--- config.mk ---
export PLATFORM = sky130hd
export DESIGN_NAME = sslc_cordic
export DESIGN_NICKNAME = d
export VERILOG_FILES = /design/src/hdl/sslc_pkg.sv /design/src/hdl/sslc_cordic.sv
export SDC_FILE = /design/constraint.sdc
export NUM_CORES = 2
export LEC_CHECK = 0
export ABC_AREA = 0
export ABC_CLOCK_PERIOD_IN_PS = 5650
export BUFFER_PORTS_ARGS = -buffer_cell sky130_fd_sc_hd__buf_2
export CORE_MARGIN = 3
export CORE_UTILIZATION = 47
export DETAILED_ROUTE_END_ITERATION = 6
export RECOVER_POWER = 50
export SLEW_MARGIN = 15
export SYNTH_ARGS = -nofsm -noshare
export SYNTH_HDL_FRONTEND = slang
export SYNTH_SLANG_ARGS = --single-unit
--- constraint.sdc ---
create_clock -name clk -period 5.65 [get_ports clk]
set_input_delay 0.565 -clock clk [delete_from_list [all_inputs] [get_ports clk]]
set_output_delay 0.565 -clock clk [all_outputs]
set_load 0.01 [all_outputs]
--- src/hdl/sslc_pkg.sv ---
// ----------------------------------------------------------------------------
// sslc_pkg
// Shared constants, register codes and tables for the sphere slice vertex
// generator.
// ----------------------------------------------------------------------------
package sslc_pkg;

	localparam int SSLC_MAX_STACKS      = 256;
	localparam int SSLC_MAX_SECTORS     = 256;
	localparam int SSLC_TRIG_ITERATIONS = 16;

	// quotient bits of the angle dividers
	localparam int SSLC_QW = 17;

	localparam logic signed [32:0] SSLC_CORDIC_GAIN = 33'sd652032874;
	localparam logic signed [32:0] SSLC_ONE_Q30     = 33'sd1073741824;

	localparam logic [15:0]        SSLC_RADIUS_RST   = 16'd256;
	localparam logic [8:0]         SSLC_STACKS_RST   = 9'd16;
	localparam logic [8:0]         SSLC_SECTORS_RST  = 9'd32;
	localparam logic signed [15:0] SSLC_START_RST    = 16'sd16384;
	localparam logic signed [15:0] SSLC_END_RST      = -16'sd16384;

	typedef enum logic [2:0] {
		REG_RADIUS       = 3'd0,
		REG_ORIGIN_X     = 3'd1,
		REG_ORIGIN_Y     = 3'd2,
		REG_ORIGIN_Z     = 3'd3,
		REG_STACK_COUNT  = 3'd4,
		REG_SECTOR_COUNT = 3'd5,
		REG_START_ANGLE  = 3'd6,
		REG_END_ANGLE    = 3'd7
	} cfg_reg_t;

	// cordic step angles, 2^32 per turn
	function automatic logic signed [31:0] sslc_atan(input int k);
		logic signed [31:0] a;
		unique case (k)
			0:       a = 32'sd536870912;
			1:       a = 32'sd316933406;
			2:       a = 32'sd167458907;
			3:       a = 32'sd85004756;
			4:       a = 32'sd42667331;
			5:       a = 32'sd21354465;
			6:       a = 32'sd10679838;
			7:       a = 32'sd5340245;
			8:       a = 32'sd2670163;
			9:       a = 32'sd1335087;
			10:      a = 32'sd667544;
			11:      a = 32'sd333772;
			12:      a = 32'sd166886;
			13:      a = 32'sd83443;
			14:      a = 32'sd41722;
			15:      a = 32'sd20861;
			16:      a = 32'sd10430;
			17:      a = 32'sd5215;
			18:      a = 32'sd2608;
			19:      a = 32'sd1304;
			20:      a = 32'sd652;
			21:      a = 32'sd326;
			22:      a = 32'sd163;
			23:      a = 32'sd81;
			default: a = 32'sd0;
		endcase
		return a;
	endfunction

endpackage

--- src/hdl/sslc_cordic.sv ---
// ----------------------------------------------------------------------------
// sslc_cordic
// Pipelined cordic rotation giving cos and sin in Q30 of a 16-bit angle,
// one rotation per stage, then clamp and quadrant mapping.
// ----------------------------------------------------------------------------
module sslc_cordic import sslc_pkg::*; #(
	parameter int ITER = SSLC_TRIG_ITERATIONS
) (
	input  logic               clk,
	input  logic               en,
	input  logic [15:0]        angle,
	output logic signed [31:0] cos_o,
	output logic signed [31:0] sin_o
);

	logic signed [32:0] x_q [0:ITER];
	logic signed [32:0] y_q [0:ITER];
	logic signed [31:0] z_q [0:ITER-1];
	logic [1:0]         qd_q [0:ITER];

	assign x_q[0]  = SSLC_CORDIC_GAIN;
	assign y_q[0]  = '0;
	assign z_q[0]  = {2'b00, angle[13:0], 16'h0000};
	assign qd_q[0] = angle[15:14];

	for (genvar k = 0; k < ITER; k++) begin : g_rot
		logic signed [32:0] dx, dy;

		always_comb begin
			dx = y_q[k] >>> k;
			dy = x_q[k] >>> k;
		end

		always_ff @(posedge clk) begin
			if (en) begin
				if (!z_q[k][31]) begin
					x_q[k+1] <= x_q[k] - dx;
					y_q[k+1] <= y_q[k] + dy;
				end else begin
					x_q[k+1] <= x_q[k] + dx;
					y_q[k+1] <= y_q[k] - dy;
				end
				qd_q[k+1] <= qd_q[k];
			end
		end

		if (k < ITER - 1) begin : g_z
			always_ff @(posedge clk) begin
				if (en) begin
					z_q[k+1] <= z_q[k][31] ? z_q[k] + sslc_atan(k) : z_q[k] - sslc_atan(k);
				end
			end
		end
	end

	logic signed [31:0] xc, yc;

	always_comb begin
		if (x_q[ITER] > SSLC_ONE_Q30)       xc = 32'(SSLC_ONE_Q30);
		else if (x_q[ITER] < -SSLC_ONE_Q30) xc = 32'(-SSLC_ONE_Q30);
		else                                xc = 32'(x_q[ITER]);
		if (y_q[ITER] > SSLC_ONE_Q30)       yc = 32'(SSLC_ONE_Q30);
		else if (y_q[ITER] < -SSLC_ONE_Q30) yc = 32'(-SSLC_ONE_Q30);
		else                                yc = 32'(y_q[ITER]);
	end

	always_ff @(posedge clk) begin
		if (en) begin
			unique case (qd_q[ITER])
				2'd0: begin cos_o <= xc;  sin_o <= yc;  end
				2'd1: begin cos_o <= -yc; sin_o <= xc;  end
				2'd2: begin cos_o <= -xc; sin_o <= -yc; end
				default: begin cos_o <= yc; sin_o <= -xc; end
			endcase
		end
	end

endmodule

* After elaboration in Yosys (flattened, before gate mapping)
Index checks and enable logic that the tools add are counted. W data, S select, Z words.
Word-level totals: word-level logic and storage cells 207, register bits after elaboration 1560, output and inout port bits 64, input bits 18
Cells by class: add/sub/neg operators 87, reduce and logical (&&, ||, !) cells 1, mux-type cells 50, equality and inequality tests 2, magnitude comparators 4
Operators with widths (count):
- $mux W33 | 28
- $mux W32 | 18
- $pmux W32 S3 | 2
- $add A33 B18 Y33 | 2
- $add A33 B19 Y33 | 2
- $add A33 B20 Y33 | 2
- $add A33 B21 Y33 | 2
- $add A33 B22 Y33 | 2
- $add A33 B23 Y33 | 2
- $add A33 B24 Y33 | 2
- $add A33 B25 Y33 | 2
- $add A33 B26 Y33 | 2
- $add A33 B27 Y33 | 2
- $add A33 B28 Y33 | 2
- $add A33 B29 Y33 | 2
- $add A33 B30 Y33 | 2
- $gt A33 B32 Y1 const B | 2
- $lt A33 B31 Y1 const B | 2
- $sub A33 B18 Y33 | 2
- $sub A33 B19 Y33 | 2
- $sub A33 B20 Y33 | 2
- $sub A33 B21 Y33 | 2
- $sub A33 B22 Y33 | 2
- $sub A33 B23 Y33 | 2
- other kinds (43) | 54

* Depth between registers and ports, before layout
word-level depth 5, depth in mapped cells 22, mapped depth without buffers 21

* Least setup slack after synthesis
Ideal clock, no wire load.
path type reg-to-reg, from register y_q (netlist bit g_rot[9].dx[0]), to register x_q (netlist bit g_rot[10].dy[21]) (data pin), data required time 5.393 ns, stages on the path, launching flop included 20, library setup time 0.257 ns, path slack 0.966 ns, buffers on the path 0, clock period less this slack 4.684 ns, arrival time 4.427 ns, path through edfxtp_1 -> inv_1 -> ha_1 -> nor3b_1 -> nor3b_1 -> nand2_1 -> nor4_1 -> a21oi_1 -> xor2_1 -> ha_1 -> nand4_1 -> nor2_1 -> a221oi_1 -> o31ai_1 -> a21o_1 -> o311a_1 -> o41ai_1 -> o21ai_0 -> a221o_1 -> xor2_1
On the way: cells in the longest elaborated chain, start to end 2, elaborated cells on any way between the ends 3, those cells by class add/sub: 2; mux: 1
Ends and longest elaborated chain:
- start, declared | line sslc_cordic.sv:17 | logic signed [32:0] y_q [0:ITER];
- start signal, assigned by index | line sslc_cordic.sv:38 | y_q[k+1] <= y_q[k] + dy;
- start signal, assigned by index | line sslc_cordic.sv:41 | y_q[k+1] <= y_q[k] - dy;
- $sub A33 B24 Y33 / $add A33 B24 Y33 (equally long branches) | line sslc_cordic.sv:37, sslc_cordic.sv:40
- $mux W33 * | line sslc_cordic.sv:36 | if (!z_q[k][31]) begin
- end signal, assigned by index | line sslc_cordic.sv:37 | x_q[k+1] <= x_q[k] - dx;
- end signal, assigned by index | line sslc_cordic.sv:40 | x_q[k+1] <= x_q[k] + dx;
- end, declared | line sslc_cordic.sv:16 | logic signed [32:0] x_q [0:ITER];
Mark *: on every way between the ends. The rest lies on a longest branch, timed or not. A chain may end at the register's enable or synchronous reset.

* Worst setup path after layout
from register x_q (netlist bit g_rot[15].dy[2]), to register y_q[32] (netlist bit) (data pin)
On the way: cells in the longest elaborated chain, start to end 2, elaborated cells on any way between the ends 3, those cells by class add/sub: 2; mux: 1
Ends and longest elaborated chain (line):
- $add A33 B18 Y33 / $sub A33 B18 Y33 (equally long branches) | sslc_cordic.sv:38, sslc_cordic.sv:41
- $mux W33 * | sslc_cordic.sv:36
Marks and branches as above.

==> results.toml <==
[outcome]
outcome = "finished with violations"
violations = "capacitance limit, slew limit"

[cells_and_area]
synthToLayoutAreaGrowth_pct = 8.878
drive_gt1_frac = 0.05120
final_area_mm2 = 0.1255
nets = 13410

[floorplanning]
rows = 181
initial_core_util = 0.4732
die_x_um = 501.3
ios = 82
die-area_mm2 = 0.2513
fp.coreArea_mm2 = 0.2437
die_h_um = 501.3

[worst_setup_path]
crit_slowest_cell = "o41ai_1"
critical_path_class = "reg2reg"
r2r_end = "y_q[32]"
crit_chain = "nor2_1 > nand3_1 > or4_1 > nor2_1 > a21oi_1 > xnor2_1 > ha_1 > a21o_1 > a21o_1 > a221o_1 > a31oi_1 > o221ai_1 > o41ai_1 > o211ai_1 > a31o_2 > a21oi_1 > xnor2_1"
crit_path_end_kind = "flop"
r2r_cells = 17
worstPathRequired_ps = 6220
arrival_ps = 5800
rrSetupSlack_ps = 420
max_stage_delay_ps = 650
rr_startpoint = "g_rot[15].dy[2]"
path_max_fanout = 6
critPathLaunchType = "flop"

[synthesis]
ys_async_sr_fraction = 0
syn_area_mm2 = 0.1153
synth_ff_type = "edfxtp_1"
syn_inst = 11890
synth_top_area_share = 0.3685
ys_seq_area_frac = 0.3685
synthTopCellsByCount = "edfxtp_1 (1415), ha_1 (1263), a21oi_1 (1258)"
synth_nets = 13210
synth_area_leaders = "edfxtp_1 (37%), ha_1 (14%), xnor2_1 (8.4%), a21oi_1 (5.5%), xor2_1 (4.2%)"
synth_cell_types = 94
ys_warn_count = 0
yosysTopAreaCell = "edfxtp_1"
synth_edf_count = 1415
synth_seq_cells = 1415
synth.most_common_cell = "edfxtp_1"
avgSynthCellArea_um2 = 9.695

[timing]
fin_skew_ps = 44.80
drv_slew = 1300
max_slew.worst_pin.slew_ps = 3482
fmaxAchievable_ghz = 0.1913
timing.slew.headroom = -1.322
rsz0062_at_grt = "false"
fin_crit_ps = 5227
setup_viol = 0
period_share = 0.9252
fin_setup_tns_ps = 0
finalHoldViolCount = 0
worst_slack_ps = 422.8

[worst_hold_path]
min_to = "qd_q[6]"
hp-class = "reg2reg"
hold_depth = 0
hold_start = "qd_q[8]"

[clock_network]
h-tree-depth = 4
tritoncts = "built"
cts_buffer_depth = 3
cts_num_sinks = 1415
cts_root_buf = "clkbuf_16"
numCtsBuffers = 168
clkTransAtPathRegs_ps = 60
postCtsSetupRepairBufs = 0
insertion_delay_ps = 840

[grt]
grt_overflow = 0
track_usage = 0.2395
grt_start_max_net_pins = 176
antenna_found_initial = 3
grt_pass1_wl_um = 482900
grt_pass1_vias = 86670

[place]
place.gp.congestion = 0.9211
dpl.hpwl_um = 244200
pre_cts_ws_ps = 268.2
place_area_mm2 = 0.1201
io_buffer_count = 81

[route]
finalWirelength_um = 307800
drt_first_pass_iters = 6
dr_total_vias = 89650
vias_per_cell = 5.810
postRouteAntennaNets = 0
drt-initial-drc-count = 6594
wire_per_inst_um = 19.95
drc = 0

[flow_run]
cap_violations = 14
==> worst max-delay path by stage <==
stage / startpoint / end / slack (ps) / depth (start not counted)
floorplan: g_rot[9].dx[0] / g_rot[10].dy[21] / 970 / 19
global placement: g_rot[9].dx[0] / g_rot[10].dy[21] / 340 / 19
detailed placement: g_rot[9].dy[1] / g_rot[10].dx[21] / 270 / 19
CTS: g_rot[9].dy[1] / g_rot[10].dx[21] / 250 / 19
global route: g_rot[9].dx[0] / g_rot[10].dy[21] / 30 / 19
finish: g_rot[15].dy[2] / y_q[32] / 420 / 17
==> metal layers <==
layer,vias up,global-route usage,routed length [um]
li1,44570,-,-
met1,42480,0.3198,138800
met2,2172,0.4106,146300
met3,428,0.02611,13800
met4,0,0.06726,8823
met5,-,0,0
==> layout by cell type, fill, tap and decap left out, types with 192 or more instances in the layout <==
master,instances
a21o_1,559
a21oi_1,1258
edfxtp_1,1415
ha_1,1263
inv_1,498
nand2_1,637
nand3_1,192
nor2_1,1076
nor3_1,286
o21ai_0,603
xnor2_1,1107
xor2_1,548
==> cells by family after synthesis <==
group | after synthesis | share of synthesized area
fa+ha+maj | 1300 | 0.1435
simple gates | 3130 | 0.1301
xor+xnor | 1655 | 0.1257
compound gates | 3540 | 0.1934
buf+inv | 707 | 0.02334
flops | 1415 | 0.3685
mux | 145 | 0.01540
==> cell type report <==
cell class                 instances  area, um^2
tap                             3202        4006
inverter                         499        1873
multi-input combinational       9770       70160
fill                           22100      118100
clock inverter                   111        1102
antenna                            2       5.005
clock buffer                     193        4319
sequential                      1415       42490
timing repair buffer             238        1582
==> metrics by stage <==
stage                 util  hold WS, ps  cells
global placement    0.4928        402.4  15110
detailed placement  0.4928        404.5  15110
floorplan                -        400.3  11890
global route        0.5152        394.4  15430
finish              0.5152        415.2  15430
CTS                 0.5157        229.5  15430
==> flip-flops by register name, indices dropped and copies added, names as in the netlist <==
signal and cells:
z_q 403, g_rot.dy 311, g_rot.dx 309, x_q 148, y_q 148, cos_o 32
qd_q 32, sin_o 32
==> timing repair <==
action	4_1_cts	5_1_grt
gates resized for setup	0	5
hold buffers	16	0
hold endpoints to repair	16	0
endpoints found under the setup margin	0	5
==> critical path: cells and delay by family (launching register included) <==
family	cells	cell delay (ps)
AO/OA/AOI/OAI	10	2910
XOR/XNOR	2	220
adder cells (fa/ha/maj)	1	360
flip-flops	1	470
AND/OR/NAND/NOR	4	1010
Power is not shown: default switching activity piles up to over one toggle a cycle in this logic, so the estimate is an artifact.
