==> src/hdl/sslc_div.sv <==
// ----------------------------------------------------------------------------
// sslc_div
// Pipelined restoring divider, one quotient bit per stage, msb first.
// The dividend must be below divisor * 2^QW.
// ----------------------------------------------------------------------------
module sslc_div #(
	parameter int NW = 9,
	parameter int QW = 17
) (
	input  logic               clk,
	input  logic               en,
	input  logic [NW+QW-1:0]   dividend,
	input  logic [NW-1:0]      divisor,
	output logic [QW-1:0]      quotient
);

	localparam int DW = NW + QW;

	logic [DW-1:0] rem_q [0:QW-1];
	logic [NW-1:0] dv_q  [0:QW-1];
	logic [QW-1:0] qt_q  [0:QW];

	assign rem_q[0] = dividend;
	assign dv_q[0]  = divisor;
	assign qt_q[0]  = '0;

	for (genvar t = 0; t < QW; t++) begin : g_stage
		localparam int K = QW - 1 - t;
		logic [DW-1:0] sh;
		logic          ge;
		logic [QW-1:0] qn;

		always_comb begin
			sh = DW'(dv_q[t]) << K;
			ge = rem_q[t] >= sh;
			qn = qt_q[t] | (QW'(ge) << K);
		end

		always_ff @(posedge clk) begin
			if (en) begin
				qt_q[t+1] <= qn;
			end
		end

		if (t < QW - 1) begin : g_rem
			always_ff @(posedge clk) begin
				if (en) begin
					rem_q[t+1] <= ge ? rem_q[t] - sh : rem_q[t];
					dv_q[t+1]  <= dv_q[t];
				end
			end
		end
	end

	assign quotient = qt_q[QW];

endmodule

==> config.mk <==
export PLATFORM = sky130hd
export DESIGN_NAME = sslc_div
export DESIGN_NICKNAME = d
export VERILOG_FILES = /design/src/hdl/sslc_div.sv
export SDC_FILE = /design/constraint.sdc
export NUM_CORES = 1
export LEC_CHECK = 0
export BUFFER_PORTS_ARGS = -buffer_cell sky130_fd_sc_hd__buf_2
export CAP_MARGIN = 20
export CORE_MARGIN = 3
export CORE_UTILIZATION = 50
export CTS_CLUSTER_DIAMETER = 120
export DETAILED_ROUTE_END_ITERATION = 8
export PLACE_DENSITY = 0.66
export SLEW_MARGIN = 15
export SYNTH_ARGS = -nofsm -noshare
export SYNTH_HDL_FRONTEND = slang
export SYNTH_SLANG_ARGS = --single-unit
==> constraint.sdc <==
create_clock -name clk -period 4.23 [get_ports clk]
set_clock_uncertainty 0.15 [all_clocks]
set_input_delay 0.846 -clock clk [delete_from_list [all_inputs] [get_ports clk]]
set_output_delay 0.846 -clock clk [all_outputs]
set_load 0.03 [all_outputs]
# [Yosys cells after proc, flatten, opt, wreduce, memory -nomap -nowiden]
# Cells that the tools add are included.
[word_totals] input_bits=37 output_inout_bits=17 regBits=833 elab_cells=114
[classes] muxes=16 n_lt_le_gt_ge=17 n_bitwise=16 addsub=16
[ops] op="$mux 26" n=16
[ops] op="$ge 26x10->1" n=1
[ops] op="$ge 26x11->1" n=1
[ops] op="$ge 26x12->1" n=1
[ops] op="$ge 26x13->1" n=1
[ops] op="$ge 26x14->1" n=1
[ops] op="$ge 26x15->1" n=1
[ops] op="$ge 26x16->1" n=1
[ops] op="$ge 26x17->1" n=1
[ops] op="$ge 26x18->1" n=1
[ops] op="$ge 26x19->1" n=1
[ops] op="$ge 26x20->1" n=1
[ops] op="$ge 26x21->1" n=1
[ops] op="$ge 26x22->1" n=1
[ops] op="$ge 26x23->1" n=1
[ops] op="$ge 26x24->1" n=1
[ops] op="$ge 26x25->1" n=1
[ops] op="$ge 26x9->1" n=1
[ops] op="$sub 26x10->26" n=1
[ops] op="$sub 26x11->26" n=1
[ops] op="$sub 26x12->26" n=1
[ops] op="$sub 26x13->26" n=1
[ops] op="$sub 26x14->26" n=1
[ops] op="$sub 26x15->26" n=1
[ops] op="26 further kinds" n=26

# [Depth between registers and ports, before layout]
# Gate-level depths: netlist of run 1.
[logic_depth] ltp_word=2 mapped_depth=12 mapped_depth_nobuf=11

# [Worst setup path after synthesis of run 1]
# No wires, ideal clock.
[synth_path] kind="in2reg" from="input port dividend[16]" to="register rem_q[408] (netlist bit), data pin" stages=11 path_buffers=1 slack_ns=0.740 required_time_ns=3.820 arrival_time_ns=3.080 setup_time_ns=0.260 path_cell_list="inv_1 ha_1 fa_1 nand2b_1 a21oi_1 o21ai_0 nor3b_1 o21ai_0 a211o_1 clkbuf_1 mux2_2"
[synth_via] elab_chain_cells=2 word_cells_on_any_way=3 classes_between="add/sub: 1; order compare: 1; mux: 1"
[synth_rtl] item="start: declaration" line_no="12" source="input logic [NW+QW-1:0] dividend,"
[synth_rtl] item="$ge 26x25->1" line_no="35" source="ge = rem_q[t] >= sh;"
[synth_rtl] item="net g_stage[0].ge" line_no="30" source="logic ge;"
[synth_rtl] item="$mux 26" line_no="48" source="rem_q[t+1] <= ge ? rem_q[t] - sh : rem_q[t];"
[synth_rtl] item="end signal: indexed assignment" line_no="48"
[synth_rtl] item="end: declaration" line_no="19" source="logic [DW-1:0] rem_q [0:QW-1];"
# The timed path passes the listed nets, and every way through them passes these cells.
# A chain may end at the register's enable or synchronous reset.

# [Final worst setup path of run 1]
[layout_path] from="register rem_q[326] (netlist bit)" to="register rem_q[302] (netlist bit), data pin"
[layout_via] elab_chain_cells=2 word_cells_on_any_way=3 classes_between="add/sub: 1; order compare: 1; mux: 1"
[layout_rtl] item="$sub 26x21->26 or $ge 26x21->1 (tied branches)" line_no="48, 35"
[layout_rtl] item="$mux 26 *" line_no="48"
# Every way passes the cells marked *; elsewhere a longest branch is shown, timed or not.

==> metrics.md, run 1 <==
| Metric | Value |
|---|---|
| Outcome | `completed` |
| CP top delay family | `simple AND/OR/NAND/NOR gates` |
| CTS tree | `done` |
| Final Hold Fails | `0` |
| Gr ovfl total | `0` |
| Post-Syn Area | `0.0330 mm²` |
| Crit Path Max Fanout | `9` |
| TNS Setup | `0 ps` |
| Filler instances | `5124` |
| Die W | `263 µm` |
| GP Congestion | `~0.87` |
| Leakage power total | `13.6 nW` |
| First-pass GRT wire length | `roughly 100000 µm` |
| Worst slew pin tran | `928 ps` |
| Cell Area, Placed | `0.0346 mm²` |
| Largest net degree at the start of global routing | `103` |
| Num CTS Buffers | `73` |
| Layout Cells excl Fill | `around 3500` |
| IO buf count | `53` |
| GRT Total Usage | `0.184` |
| Fin crit share | `0.857` |
| Die height | `263 µm` |
| M1 GR Usage | `0.231` |
| Post-synthesis register bit count | `just over 700` |
| DRC | `0` |
| Hold Buf Count CTS | `0` |
| Clock Root Buffer | `clkbuf_16` |
| Initial core utilization | `0.508` |
| CTS Sinks | `713` |
| Synth warnings | `0` |
| CTS H-tree depth | `3` |
| Finished Cell Area | `around 0.037 mm²` |
| VDD IR max | `0.000358 V` |
| Final Max Slew Viols | `0` |
| Worst path max stage delay | `about 540 ps` |
| CP Capture Type | `flip-flop` |
| Leading area contributor after synthesis | `edfxtp_1` |
| Most instantiated cells after synthesis | `edfxtp_1, inv_1, ha_1` |
| Row cnt | `93` |
| Placed instance count | `3364` |
| Worst path slowest cell | `nor2b_1` |
| Crit start category | `flip-flop` |
| Clk buf depth | `3` |
| Final setup vio count | `0` |
| Fin crit period | `3630 ps` |
| I/O pin cnt | `54` |
| Worst EP required | `4430 ps` |
| Fraction of registers with async set or reset after synthesis | `0` |
| Routed vias | `19400` |
| Syn Nets | `2654` |
| Max Cap Viol | `0` |
| Synth Area per Inst | `13.5 µm²` |
| Vias per std cell | `5.55` |
| Critical-path cell list | `ha_1, nor2b_1, o31a_1, or3b_1, a311oi_1, nor2b_1, buf_4, mux2_2` |
| Top-count cell post-synth | `edfxtp_1` |
| Fmax | `0.276 GHz` |
| Synth top area share | `0.648` |
| CP Data Arrival Time | `3830 ps` |
| Pwr Density | `roughly 570 mW/mm²` |
| DP HPWL | `47100 µm` |
| Unrepaired setup endpoints after global routing | `no` |
| Number of global-route vias before repair | `19500` |
| Min-Delay Path Class | `reg -> reg` |
| Critical path class | `reg -> reg` |
| Antenna viol nets, final | `0` |
| Setup Fix Bufs, Post-CTS | `0` |
| CP most frequent cell | `nor2b_1` |
| Routed WL | `63300 µm` |
| Multi-input logic area | `0.0107 mm²` |
| Clock latency at the later pin of the worst-skew pair | `610 ps` |
| Crit path buffers/inverters | `1` |
| Number of synthesized flops with an enable pin | `713` |
| Synth area leaders | `edfxtp_1, ha_1, xor2_1` |
| DR WL/cell | `18.1 µm` |
| Layout cells sized above 1 | `0.106` |
| Iter 0 DRT Violations | `~1300` |
| Global routing's busiest layer | `met2` |
| Met2 GRT Util | `0.321` |
| Unique masters post-synth | `82` |
| Post-CTS sizing | `0` |
| Grt met3 use | `0.0300` |
| Post-synthesis instance total | `2448` |
| Layout area overhead | `12.0%` |
| Initial antenna violation count | `1` |
| Die area | `0.0692 mm²` |
| Main synth FF type | `edfxtp_1` |
| # diodes | `0` |
| CTS clk-pin slew, worst paths | `about 70 ps` |
| Slew Limit Headroom | `0.381` |
| CORE AREA | `0.0649 mm²` |
| Final Net Count | `~2800` |
| Reg area | `0.0214 mm²` |
| Post-layout util | `0.570` |
| Register area share after synthesis | `0.648` |
| DR pass1 iterations | `5` |
per-stage QoR:
stage | power [mW] | hold WS, ps | setup WS [ps]
after floorplan | 13.4 | 250 | 740
after global placement | 14.6 | 251 | 497
after detailed placement | 14.8 | 255 | 486
after CTS | 21.3 | 240 | 621
after global routing | 22.2 | 248 | 406
final | 21.1 | 262 | 604
routing by layer:
metal / up-vias / part of all wire
li1: 9421 / -
met1: 9377 / 0.42
met2: 453 / 0.50
met3: 149 / 0.043
met4: 0 / 0.034
met5: - / 0
cell usage in the layout, fill, tap and decap left out, types with 30 or more instances in the layout:
master	n
a21o_1	30
a21oi_1	124
buf_2	52
buf_4	30
clkbuf_16	73
edfxtp_1	713
ha_1	153
inv_1	206
mux2_2	41
nand2_1	128
nand2b_1	33
nand3_1	30
nor2_1	152
nor2b_1	35
nor3_1	66
nor4_1	58
o21ai_0	126
xnor2_1	99
xor2_1	105
sequential cells by signal, summed over array words and instances (netlist names):
name / cells
qt_q: 136
rem_q: 416
quotient: 17
dv_q: 144
final timing paths:
check / from / end / slack (ps) / depth (start not counted)
worst min register to register: qt_q[116] / qt_q[99] / 260 / 0
worst min-delay path: qt_q[116] / qt_q[99] / 260 / 0
worst max-delay path: rem_q[326] / rem_q[302] / 600 / 8
worst max register to register: rem_q[326] / rem_q[302] / 600 / 8
final cells by class:
type | count | share of cell area
Clock buffer | 86 | 0.0507
Tap cell | 855 | 0.0289
Sequential cell | 713 | 0.579
Clock inverter | 45 | 0.0138
Inverter | 207 | 0.0210
Timing Repair Buffer | 89 | 0.0168
Multi-Input combinational cell | 1500 | 0.290
worst reg2reg max path, delay by kind of cell, from the launching register on:
family / cells / cell delay, ps
flip-flops: 1 / 400
AO/OA/AOI/OAI: 2 / 710
buffers and inverters: 1 / 280
multiplexers: 1 / 340
AND/OR/NAND/NOR: 3 / 1130
adder cells (fa/ha/maj): 1 / 370
kinds of logic (layout without fill, tap and decap cells):
group | Yosys count | in the layout | share of synthesized area
AO/OA/AOI/OAI | 420 | 420 | 0.0788
XOR/XNOR | 204 | 204 | 0.0541
adder cells (fa/ha/maj) | 169 | 169 | 0.0677
buffers and inverters | 235 | 427 | 0.0272
flip-flops | 713 | 713 | 0.648
multiplexers | 50 | 50 | 0.0169
AND/OR/NAND/NOR | 657 | 657 | 0.107
report_power, final:
part,internal (mW),switching (mW),leakage [nW]
combinational,2.05,2.55,5.63
clock,3.75,2.61,1.17
sequential,9.27,0.855,6.82
total,15.1,6.02,13.6
No activity file was read; power rests on OpenSTA's default activity.
==> run 2: changes to the inputs <==
--- a/config.mk
+++ b/config.mk
@@ -11,6 +11,7 @@
 export CORE_UTILIZATION = 50
 export CTS_CLUSTER_DIAMETER = 120
 export DETAILED_ROUTE_END_ITERATION = 8
+export GPL_TIMING_DRIVEN = 0
 export PLACE_DENSITY = 0.66
 export SLEW_MARGIN = 15
 export SYNTH_ARGS = -nofsm -noshare
==> constraint.sdc (replaced) <==
create_clock -name clk -period 4 [get_ports clk]
set_clock_uncertainty 0.15 [all_clocks]
set_input_delay 0.8 -clock clk [delete_from_list [all_inputs] [get_ports clk]]
set_output_delay 0.8 -clock clk [all_outputs]
set_load 0.03 [all_outputs]
==> metrics.md, run 2 (synthesis results as in run 1) <==
| Metric | Value |
|---|---|
| CP most frequent cell | `o31a_1` |
| Post-CTS sizing | `0 (unchanged)` |
| CTS H-tree depth | `3 (unchanged)` |
| Iter 0 DRT Violations | `1574 (+23%)` |
| Worst path slowest cell | `xor2_1` |
| Final Net Count | `2793 (+0.11%)` |
| Layout area overhead | `12.0% (about the same)` |
| Final setup vio count | `0 (unchanged)` |
| Min-delay src | `dividend[11]` |
| I/O pin cnt | `54 (unchanged)` |
| Max reg flops | `416 (unchanged)` |
| Worst r2r src | `dv_q[100]` |
| VDD IR max | `0.000340 V (-5.1%)` |
| CTS tree | `done` |
| Largest net degree at the start of global routing | `118 (+15%)` |
| Num CTS Buffers | `77 (+5.5%)` |
| Vias per std cell | `5.56 (+0.18%)` |
| Clk buf depth | `3 (unchanged)` |
| Worst slew pin tran | `1030 ps (+104 ps)` |
| DP HPWL | `45300 µm (-3.8%)` |
| Total power | `22.3 mW (+6.0%)` |
| Initial antenna violation count | `2 (+1)` |
| Antenna viol nets, final | `0 (unchanged)` |
| Most common cell after layout, fill and taps aside | `edfxtp_1` |
| Setup Fix Bufs, Post-CTS | `0 (unchanged)` |
| Number of global-route vias before repair | `19300 (-1.5%)` |
| Layout Cells excl Fill | `3499 (+0.11%)` |
| Die W | `263 µm (unchanged)` |
| Slew Limit Headroom | `0.302 (-0.0789)` |
| Fmax | `0.263 GHz (-4.6%)` |
| Die height | `263 µm (unchanged)` |
| CTS Sinks | `713 (unchanged)` |
| Fin crit share | `0.951 (+0.0935)` |
| IO buf count | `53 (unchanged)` |
| Final Hold Fails | `0 (unchanged)` |
| Die area | `0.0692 mm² (unchanged)` |
| CP Data Arrival Time | `3990 ps (+160 ps)` |
| Crit path buffers/inverters | `2 (+1)` |
| Pwr Density | `604 mW/mm² (+5.9%)` |
| Commonest cells after routing, fill and taps aside | `edfxtp_1, inv_1, ha_1, nor2_1, nand2_1` |
| Min-Delay Path Class | `in -> reg` |
| DR WL/cell | `17.8 µm (-1.5%)` |
| Outcome | `completed` |
| Filler instances | `5160 (+0.70%)` |
| Row cnt | `93 (unchanged)` |
| Worst EP required | `4190 ps (-240 ps)` |
| Placed instance count | `3363 (-0.030%)` |
| CORE AREA | `0.0649 mm² (unchanged)` |
| Critical Path Source | `dv_q[100]` |
| Routed vias | `19500 (+0.30%)` |
| Largest Register | `rem_q` |
| Fin crit period | `3800 ps (+177 ps)` |
| Critical-path cell list | `inv_1, ha_1, nor2b_1, o31a_1, o31a_1, or4_1, a2111oi_2, buf_2, nor3_1, xor2_1` |
| Hold Buf Count CTS | `0 (unchanged)` |
| Layout cells sized above 1 | `0.0964 (-0.00962)` |
| Max Cap Viol | `0 (unchanged)` |
| CP top delay family | `compound AO/OA/AOI/OAI gates` |
| Gr ovfl total | `0 (unchanged)` |
| First-pass GRT wire length | `101000 µm (-0.65%)` |
| DRC | `0 (unchanged)` |
| GP Congestion | `0.870 (+0.58%)` |
| Critical path class | `reg -> reg` |
| DR pass1 iterations | `5 (unchanged)` |
| Unrepaired setup endpoints after global routing | `no` |
| Final Max Slew Viols | `0 (unchanged)` |
| Clock Root Buffer | `clkbuf_16` |
| Crit start category | `flip-flop` |
| CP Capture Type | `flip-flop` |
| CTS clk-pin slew, worst paths | `60 ps (about the same)` |
| # diodes | `0 (unchanged)` |
| Initial core utilization | `0.508 (unchanged)` |
| Clock latency at the later pin of the worst-skew pair | `630 ps (+20 ps)` |
| Worst path max stage delay | `560 ps (+20 ps)` |
| GRT Total Usage | `0.182 (-0.00194)` |
| Leakage power total | `13.6 nW (-0.50%)` |
| Crit Path Max Fanout | `10 (+1)` |
| Routed WL | `62400 µm (-1.4%)` |
| Regs by FF count | `rem_q: 416 flops, dv_q: 144 flops, qt_q: 136 flops` |
| TNS Setup | `0 ps (unchanged)` |
-- run 2: cell types whose count changed in the layout (fill, tap and decap cells not counted), sizes merged --
cell / previous run / this run
buf: 89 / 66
bufinv: 9 / 4
clkbuf: 86 / 110
clkinv: 32 / 34
clkinvlp: 1 / 5
inv: 210 / 212
-- run 2: where the power goes --
group          switching (mW)  leakage [nW]  total (mW)  internal (mW)
logic                    2.76          5.57        4.92           2.16
clock network            2.89          1.17        6.73           3.84
registers               0.881          6.82        10.7           9.81
total                    6.53          13.6        22.3           15.8
-- run 2: layout make-up --
cell class	instances	area [µm²]	share of cell area
Tap cell	855	1070	0.0289
Timing Repair Buffer	60	468	0.0126
Sequential cell	713	21400	0.579
Multi-Input combinational cell	1500	10700	0.290
Inverter	207	777	0.0210
Clock buffer	88	1970	0.0532
Buffer	28	121	0.00328
Clock inverter	48	449	0.0121
-- run 2: per-stage QoR --
stage / util / hold WS [ps] / instance area [µm²] / setup slack [ps]
final: 0.570 / 216 / 37000 / 197
after global routing: 0.570 / 194 / 37000 / 48.4
after CTS: 0.569 / 186 / 37000 / 171
after detailed placement: 0.532 / 255 / 34600 / -194
after global placement: 0.529 / 251 / 34400 / -8380
after floorplan: - / 250 / 33000 / 556
-- run 2: final timing paths --
path                end  slack [ps]  depth (start not counted)
max          rem_q[283]         200                         10
min          rem_q[401]         220                          1
max reg2reg  rem_q[283]         200                         10
min reg2reg    qt_q[58]         250                          0
-- run 2: per-layer routing --
layer  track usage  routed length (µm)  up-vias
met5             0                   0        -
met4        0.0556                1760        0
met3        0.0389                3860      142
met2         0.292               28700      520
met1         0.250               28000     9341
li1              -                   -     9455
